`config.mk`:
```
export PLATFORM = sky130hd
export DESIGN_NAME = fvsd_xform
export DESIGN_NICKNAME = d
export VERILOG_FILES = /design/src/rtl/fvsd_pkg.sv /design/src/rtl/fvsd_xform.sv
export SDC_FILE = /design/constraint.sdc
export NUM_CORES = 2
export LEC_CHECK = 0
export ABC_AREA = 1
export BUFFER_PORTS_ARGS = -buffer_cell sky130_fd_sc_hd__buf_2
export CORE_MARGIN = 2
export CORE_UTILIZATION = 40
export CTS_BUF_LIST = sky130_fd_sc_hd__clkbuf_16
export DETAILED_ROUTE_END_ITERATION = 10
export HOLD_SLACK_MARGIN = 0.03
export MAX_ROUTING_LAYER = met4
export PLACE_DENSITY = 0.52
export SLEW_MARGIN = 20
export SYNTH_ARGS = -nofsm -noshare
export SYNTH_HDL_FRONTEND = slang
export SYNTH_SLANG_ARGS = --single-unit
```
`constraint.sdc`:
```
create_clock -name clk_i -period 14.7 [get_ports clk_i]
set_input_delay 1.47 -clock clk_i [delete_from_list [all_inputs] [get_ports clk_i]]
set_output_delay 1.47 -clock clk_i [all_outputs]
set_load 0.05 [all_outputs]
```
`src/rtl/fvsd_pkg.sv`:
```
// ----------------------------------------------------------------------------
// fvsd_pkg
// Shared types, constants and table functions for the FOC voltage to SVPWM
// duty pipeline.
// ----------------------------------------------------------------------------
package fvsd_pkg;

  localparam int ANGLE_BITS       = 14;
  localparam int TRIG_TABLE_DEPTH = 1024;

  localparam int CFG_IDX_W  = 2;
  localparam int CFG_DATA_W = 16;

  localparam logic [6:0]  POLE_MULT_RST   = 7'd11;
  localparam logic [15:0] ZERO_OFFSET_RST = 16'd0;
  localparam logic [15:0] PWM_PERIOD_RST  = 16'd4199;
  localparam logic [15:0] BUS_RECIP_RST   = 16'd1398;

  localparam logic [63:0]        HALFPI_Q30   = 64'd1686629713;
  localparam logic signed [15:0] SQRT3_Q14    = 16'sd28378;
  localparam logic [14:0]        QUARTER_TURN = 15'd16384;
  localparam logic [2:0]         NUM_SECTORS  = 3'd6;

  typedef enum logic [CFG_IDX_W-1:0] {
    CFG_POLE_MULT   = 2'd0,
    CFG_ZERO_OFFSET = 2'd1,
    CFG_PWM_PERIOD  = 2'd2,
    CFG_BUS_RECIP   = 2'd3
  } cfg_idx_e;

  typedef struct packed {
    logic [6:0]  pole_mult;
    logic [15:0] zero_offset;
    logic [15:0] pwm_period;
    logic [15:0] bus_recip;
  } cfg_t;

  typedef struct packed {
    logic [15:0] elec;
    logic [2:0]  sector;
  } tag_t;

  typedef struct packed {
    tag_t               tag;
    logic signed [15:0] volt_d;
    logic signed [15:0] volt_q;
    logic signed [15:0] sin_v;
    logic signed [15:0] cos_v;
  } trig_t;

  typedef struct packed {
    tag_t               tag;
    logic signed [47:0] pa;
    logic signed [47:0] pb;
    logic signed [47:0] pc;
  } phase_t;

  typedef struct packed {
    tag_t        tag;
    logic [15:0] duty_a;
    logic [15:0] duty_b;
    logic [15:0] duty_c;
  } res_t;

  // Q15 sine of r * (pi/2) / 16384 by a Taylor series; elaboration use only.
  function automatic logic signed [15:0] quarter_sine(input logic [14:0] r);
    logic [63:0]        x;
    logic [63:0]        x2;
    logic [63:0]        term;
    logic signed [63:0] sum;
    x    = (64'(r) * HALFPI_Q30) >> 14;
    x2   = (x * x) >> 30;
    term = x;
    sum  = signed'(x);
    for (int n = 1; n <= 5; n++) begin
      term = (term * x2) >> 30;
      case (n)
        1:       term = term / 64'd6;
        2:       term = term / 64'd20;
        3:       term = term / 64'd42;
        4:       term = term / 64'd72;
        default: term = term / 64'd110;
      endcase
      if (n[0]) begin
        sum = sum - signed'(term);
      end else begin
        sum = sum + signed'(term);
      end
    end
    if (sum < 0) begin
      sum = 0;
    end
    sum = (sum + 64'sd16384) >>> 15;
    if (sum > 64'sd32767) begin
      sum = 64'sd32767;
    end
    return 16'(sum);
  endfunction

  // Sine of u / 65536 turns, Q15, folded onto the first quadrant.
  function automatic logic signed [15:0] sine_of_turn(input logic [15:0] u);
    logic [1:0]         q;
    logic [14:0]        r;
    logic signed [15:0] v;
    q = u[15:14];
    r = {1'b0, u[13:0]};
    if (q[0]) begin
      r = QUARTER_TURN - r;
    end
    v = quarter_sine(r);
    return q[1] ? -v : v;
  endfunction

endpackage

```
`src/rtl/fvsd_xform.sv`:
```
// ----------------------------------------------------------------------------
// fvsd_xform
// Four stages: inverse Park products, alpha/beta sums, sqrt(3) scaling and
// inverse Clarke phase voltages (mV * 2^30).
// ----------------------------------------------------------------------------
module fvsd_xform (
  input  logic             clk_i,
  input  logic             rst_ni,
  input  logic             in_valid_i,
  output logic             in_ready_o,
  input  fvsd_pkg::trig_t  in_i,
  output logic             out_valid_o,
  input  logic             out_ready_i,
  output fvsd_pkg::phase_t out_o
);

  localparam int NumStages = 4;

  logic [NumStages-1:0] v_q, rdy, prev, en;

  fvsd_pkg::tag_t     tag_q [NumStages];
  logic signed [31:0] dc0_q, qs0_q, ds0_q, qc0_q;
  logic signed [32:0] alpha1_q, beta1_q;
  logic signed [32:0] alpha2_q;
  logic signed [47:0] bk2_q;
  logic signed [47:0] pa3_q, pb3_q, pc3_q;
  logic signed [47:0] ah;

  always_comb begin
    rdy[NumStages-1] = !v_q[NumStages-1] || out_ready_i;
    for (int k = NumStages - 2; k >= 0; k--) begin
      rdy[k] = !v_q[k] || rdy[k+1];
    end
  end

  assign prev       = {v_q[NumStages-2:0], in_valid_i};
  assign en         = rdy & prev;
  assign in_ready_o = rdy[0];

  always_ff @(posedge clk_i or negedge rst_ni) begin
    if (!rst_ni) begin
      v_q <= '0;
    end else begin
      for (int k = 0; k < NumStages; k++) begin
        if (rdy[k]) v_q[k] <= prev[k];
      end
    end
  end

  assign ah = 48'(alpha2_q) <<< 14;

  always_ff @(posedge clk_i) begin
    if (en[0]) begin
      tag_q[0] <= in_i.tag;
      dc0_q    <= signed'(in_i.volt_d) * signed'(in_i.cos_v);
      qs0_q    <= signed'(in_i.volt_q) * signed'(in_i.sin_v);
      ds0_q    <= signed'(in_i.volt_d) * signed'(in_i.sin_v);
      qc0_q    <= signed'(in_i.volt_q) * signed'(in_i.cos_v);
    end
    if (en[1]) begin
      tag_q[1] <= tag_q[0];
      alpha1_q <= 33'(dc0_q) - 33'(qs0_q);
      beta1_q  <= 33'(ds0_q) + 33'(qc0_q);
    end
    if (en[2]) begin
      tag_q[2] <= tag_q[1];
      alpha2_q <= alpha1_q;
      bk2_q    <= 48'(beta1_q) * 48'(fvsd_pkg::SQRT3_Q14);
    end
    if (en[3]) begin
      tag_q[3] <= tag_q[2];
      pa3_q    <= 48'(alpha2_q) <<< 15;
      pb3_q    <= bk2_q - ah;
      pc3_q    <= 48'sd0 - ah - bk2_q;
    end
  end

  assign out_valid_o = v_q[NumStages-1];
  assign out_o.tag   = tag_q[NumStages-1];
  assign out_o.pa    = pa3_q;
  assign out_o.pb    = pb3_q;
  assign out_o.pc    = pc3_q;

endmodule

```
Word level (Yosys, flattened, before mapping)
Memory sizes are Yosys's and may differ from the RTL's.
Index checks and enable logic that the tools add are counted.

storage, ports and cells
  RAM bits = 76
  bits in registers = 407
  bits in read-only memories = 0
  logic and storage cells = 43
  memories kept = 1
  bits in latches = 0

memories
  name   depth  width  rd ports  clocked after memory_dff  write ports  line              source
  tag_q  4      19     4         0                         4            fvsd_xform.sv:21  fvsd_pkg::tag_t tag_q [NumStages];

cells by class
  order comparisons = 0
  div/mod/pow operators = 0
  reduce and logical (&&, ||, !) cells = 8
  bitwise gates (word level) = 1
  equal/unequal tests = 0
  add/subtract/negate cells = 5
  shift-type cells = 0
  mux-type cells = 8
  $mul = 5

operator list
  kind                                                                   number
  16-bit by 16-bit multiplier with 32-bit output                         4
  1-bit by 47-bit subtractor with 48-bit output, first input constant    1
  48-bit by 47-bit subtractor with 48-bit output                         1
  48-bit subtractor                                                      1
  33-bit by 15-bit multiplier with 47-bit output, second input constant  1
  32-bit by 32-bit adder with 33-bit output                              1
  32-bit by 32-bit subtractor with 33-bit output                         1
  1-bit two-way mux                                                      8
  4-bit bitwise AND                                                      1
  1-bit logical NOT                                                      4
  1-bit logical OR                                                       4

Depth between registers and ports, before layout
  depth in word-level cells = 8
  depth in mapped cells = 26

Worst setup path before layout
Ideal clock, no wire load.

  kind = input to register
  from = input port out_ready_i
  to = register dc0_q[0] (enable)
  data required time = 14.041 ns
  data arrival time = 7.989 ns
  cell stages on the path = 8
  slack = 6.053 ns
  library setup time = 0.659 ns
  path through = nor2_1 -> inv_1 -> nor2_1 -> inv_1 -> nor2_1 -> inv_1 -> nor2_1 -> nor2_1

between the ends
  word-level cells in the longest chain between the ends = 5

ends and longest elaborated chain
  item                           line              source
  start: declaration             fvsd_xform.sv:13  input logic out_ready_i,
  1-bit logical OR               fvsd_xform.sv:30  rdy[NumStages-1] = !v_q[NumStages-1] || out_ready_i;
  1-bit logical OR (3 in a row)  fvsd_xform.sv:32  rdy[k] = !v_q[k] || rdy[k+1];
  4-bit bitwise AND              fvsd_xform.sv:37  assign en = rdy & prev;
  net en[0]                      fvsd_xform.sv:19  logic [NumStages-1:0] v_q, rdy, prev, en;
  end signal: assignment         fvsd_xform.sv:55  dc0_q <= signed'(in_i.volt_d) * signed'(in_i.cos_v);
  end: declaration               fvsd_xform.sv:22  logic signed [31:0] dc0_q, qs0_q, ds0_q, qc0_q;

The timed path passes the listed nets, and every way through them passes these cells.
A chain may end at the register's enable or synchronous reset.

Worst setup path in the final report
  from = input port in_i[17] (netlist name)
  to = register ds0_q[25], data pin

between the ends
  word-level cells in the longest chain between the ends = 1

ends and longest elaborated chain
  item                                            line              source
  start: declaration                              fvsd_xform.sv:11  input fvsd_pkg::trig_t in_i,
  16-bit by 16-bit multiplier with 32-bit output  fvsd_xform.sv:57  ds0_q <= signed'(in_i.volt_d) * signed'(in_i.sin_v);
  end signal: assignment                          fvsd_xform.sv:57
  end: declaration                                fvsd_xform.sv:22

Every way passes these cells.

==> insert_results.sql <==
INSERT INTO impl_metrics (metric_group, metric, value, unit) VALUES
('worst_setup_path', 'required', '15.09', 'ns'),
('worst_setup_path', 'critical_path_class', 'input port to flop', ''),
('timing', 'worstMarginPinSlew', '1.18', 'ns'),
('clock_network', 'clkTransAtPathRegs', '0.06', 'ns'),
('detailed_routing', 'ant_nets_after_route', '0', ''),
('floorplanning', 'design.die.area', '202000', 'sq um'),
('timing', 'setup_total_negative_slack', '0', 'ns'),
('yosys', 'synth-edff-count', '476', ''),
('timing', 'timing.final.setup_violations', '0', ''),
('detailed_routing', 'top_layer_used', 'met4', ''),
('floorplanning', 'chipHeight', '449', 'microns'),
('timing', 'final.period_utilization', '49.6', '%'),
('detailed_routing', 'drc', '0', ''),
('detailed_routing', 'detailroute.wirelength.met2', '114000', 'microns'),
('worst_setup_path', 'rr_startpoint', 'beta1_q[32]$_DFFE_PP_', ''),
('final_layout', 'fin_nets', '11900', ''),
('clock_network', 'cts_setup_buffers', '0', ''),
('floorplanning', 'start_util', '40.2', '%'),
('worst_setup_path', 'timing.critical_path.fanout_max', '32', ''),
('clock_network', 'clkLatencyLatePin', '0.68', 'ns'),
('worst_hold_path', 'timing.hold.worst.start', 'tag_q[1][11]$_DFFE_PP_', ''),
('timing', 'finalMaxSlewViolations', '0', ''),
('yosys', 'netlist.area_leader.share', '33.1', '%'),
('global_route', 'antenna_found_initial', '19', ''),
('placement', 'portBuffers', '234', ''),
('worst_setup_path', 'regToRegEndpoint', 'bk2_q[39]$_DFFE_PP_', ''),
('timing', 'rsz0062_at_grt', 'no', ''),
('worst_setup_path', 'critical_path.endpoint_type', 'flop', ''),
('clock_network', 'cts_inserted_buffers', '54', ''),
('clock_network', 'cts_hold_buf', '0', ''),
('global_route', 'grt_first_pass_wirelength', '381000', 'microns'),
('timing', 'worst_clock_skew', '0.0517', 'ns'),
('clock_network', 'cts_tree', 'yes', ''),
('worst_hold_path', 'worstHoldPathType', 'flop to flop', ''),
('timing', 'timing.hold.ws', '0.414', 'ns'),
('clock_network', 'clock_sink_count', '480', ''),
('final_layout', 'drive_gt1_share', '4.50', '%'),
('clock_network', 'cts_max_path_buffers', '3', ''),
('status', 'status', 'complete, no violations', ''),
('timing', 'max-slew-margin-rel', '21.6', '%'),
('timing', 'final-hold-violation-count', '0', ''),
('yosys', 'synth-seq-cells', '480', ''),
('worst_setup_path', 'startpoint_type', 'input port', ''),
('worst_setup_path', 'timing.reg2reg.setup_slack', '8.85', 'ns'),
('detailed_routing', 'detail_route.wirelength.met1', '113000', 'microns'),
('worst_setup_path', 'crit_arrival', '7.69', 'ns'),
('worst_hold_path', 'hold_end', 'tag_q[2][11]$_DFFE_PP_', ''),
('yosys', 'postSynth.asyncResetShare', '0.833', '%'),
('timing', 'timing.final.crit_period', '7.30', 'ns'),
('yosys', 'yosys_warnings', '0', ''),
('detailed_routing', 'route.final.wire_length', '246000', 'microns'),
('yosys', 'synth_cells', '9744', ''),
('worst_setup_path', 'timing.reg2reg.worst_path_depth', '17', ''),
('detailed_routing', 'drtIter0Drc', '4378', ''),
('detailed_routing', 'drt-vias-per-instance', '4.85', ''),
('yosys', 'synth_top_area_cell', 'fa_1', ''),
('yosys', 'synth_ff_type', 'edfxtp_1', ''),
('floorplanning', 'io_pins', '252', ''),
('floorplanning', 'fp.dieW', '449', 'microns'),
('detailed_routing', 'detailroute.via_count', '60900', ''),
('detailed_routing', 'dr_wl_met3', '12500', 'microns'),
('placement', 'globalplace.congestion', '0.974', ''),
('timing', 'timing.fmax', '0.137', 'GHz'),
('yosys', 'avgSynthCellArea', '8.13', 'sq um'),
('run', 'max_cap_violation_count', '0', ''),
('yosys', 'synth-seq-area-share', '18.2', '%'),
('detailed_routing', 'avgRoutedWirePerCell', '19.6', 'microns'),
('yosys', 'synthTopCellsByArea', 'fa_1, edfxtp_1, inv_1, nand2_1, ha_1', ''),
('floorplanning', 'core_area', '197000', 'sq um'),
('global_route', 'grt_use_total', '25.5', '%'),
('final_layout', 'syn_to_final_growth', '7.43', '%'),
('detailed_routing', 'detailedRoute.firstPassIterationCount', '8', ''),
('clock_network', 'htree_levels', '2', ''),
('floorplanning', 'rows', '163', ''),
('clock_network', 'cts.repair.resized', '0', ''),
('global_route', 'grt_max_degree', '63', ''),
('clock_network', 'clock-root-buffer', 'clkbuf_16', ''),
('placement', 'detailedPlacementHpwl', '205000', 'microns'),
('global_route', 'via_count_of_the_first_global_routing_pass', '63500', ''),
('yosys', 'synthesis.area', '79200', 'sq um'),
('yosys', 'yosys.cell_types.count', '42', ''),
('worst_hold_path', 'hold_path_depth', '0', ''),
('global_route', 'grt_overflow_total', '0', '');
==> layout make-up <==
cell class	instances	area, sq um
fill	20200	112000
multi-input combinational	6220	53300
sequential	480	14400
inverter	2852	10700
tap	2640	3300
timing repair buffer	267	1440
clock buffer	55	1380
clock inverter	46	522
antenna	5	12.5
==> cells in the final DEF, fill, tap and decap left out, types with 32 or more instances in the layout <==
cell,synthesis,final
buf_4,18,32
fa_1,1308,1308
ha_1,656,656
nand2_1,2467,2467
nor3_1,52,52
inv_1,2836,2838
buf_2,0,234
a21oi_1,315,315
nand4_1,95,95
edfxtp_1,476,476
nand3_1,289,289
clkbuf_16,0,55
xor2_1,148,148
nor2_1,471,469
o21bai_1,36,36
o21ai_0,166,166
xnor2_1,45,45
==> cells by family (layout without fill, tap and decap cells) <==
kind of cell	count (synthesis)	in the layout	share of synthesized area (%)
simple gates	3477	3477	17.8
flops	480	480	18.2
fa+ha+maj	1964	1964	43.4
other cells	1	22	0.00474
xor+xnor	193	193	2.13
compound gates	569	569	3.88
buf+inv	3060	3220	14.6
==> worst max-delay path by stage <==
stage	slack [ns]	startpoint	endpoint	cells after the start
finish	7.40	in_i[17]	ds0_q[25]$_DFFE_PP_	15
floorplan	6.05	out_ready_i	dc0_q[0]$_DFFE_PP_	8
CTS	7.60	in_i[7]	qc0_q[30]$_DFFE_PP_	21
global route	7.10	in_i[7]	qc0_q[30]$_DFFE_PP_	21
global placement	6.93	in_i[17]	ds0_q[25]$_DFFE_PP_	15
detailed placement	6.93	in_i[7]	qc0_q[30]$_DFFE_PP_	21
==> routing by layer <==
metal  vias up  track usage (%)
li1      28900                -
met1     30100             35.4
met2      1679             40.1
met3       241             2.11
met4         0             6.91
met5         -                -
==> through the flow <==
step,setup slack [ns],std cells,util [%],area [sq um]
5_1_grt,7.10,12600,43.2,85100
6_report,7.40,12600,43.2,85100
3_5_place_dp,6.93,12500,42.2,83200
2_1_floorplan,6.05,9760,-,79200
3_3_place_gp,6.93,12500,42.2,83100
4_1_cts,7.60,12600,43.2,85100
==> synth_stat cells, types with 2 or more instances <==
master	count
nor2_2	22
a31oi_1	4
and3_1	5
a21boi_0	5
o21ai_2	3
clkbuf_1	189
and2_1	4
a21oi_2	2
nor2_4	2
nand3b_1	12
buf_4	18
nand2_2	13
nand2_1	2467
xnor2_1	45
fa_1	1308
o21a_1	17
nor3_2	16
o21ai_0	166
nand3_2	4
o21bai_2	2
o21bai_1	36
inv_2	11
a21oi_1	315
nor4_1	8
xor2_1	148
nand3_1	289
ha_1	656
inv_1	2836
nor3_1	52
o211ai_1	2
a21o_1	14
nand4_1	95
or2_2	10
dfrtp_1	4
nand2b_1	6
edfxtp_1	476
clkinv_1	5
o21ai_1	3
nor2_1	471
==> flip-flops by register name, summed over array words and instances, names as in the netlist, 33 cells and up <==
register	flops
tag_q	76
bk2_q	47
pc3_q	47
pb3_q	46
alpha1_q	33
alpha2_q	33
beta1_q	33
pa3_q	33
==> worst max-delay path, stage by stage <==
cell and delay [ns]:
buf_2 0.64, nand2_1 0.23, inv_1 0.18, fa_1 0.57
fa_1 0.94, fa_1 0.53, fa_1 0.57, fa_1 0.43
fa_1 0.46, ha_1 0.48, nand2_1 0.20, nor3_1 0.55
nand4_1 0.22, nand4_1 0.11, nand2_1 0.07
Power is left out: the tool's default activity adds up to more than one toggle a clock period on the data nets, which glitch-free logic cannot reach.
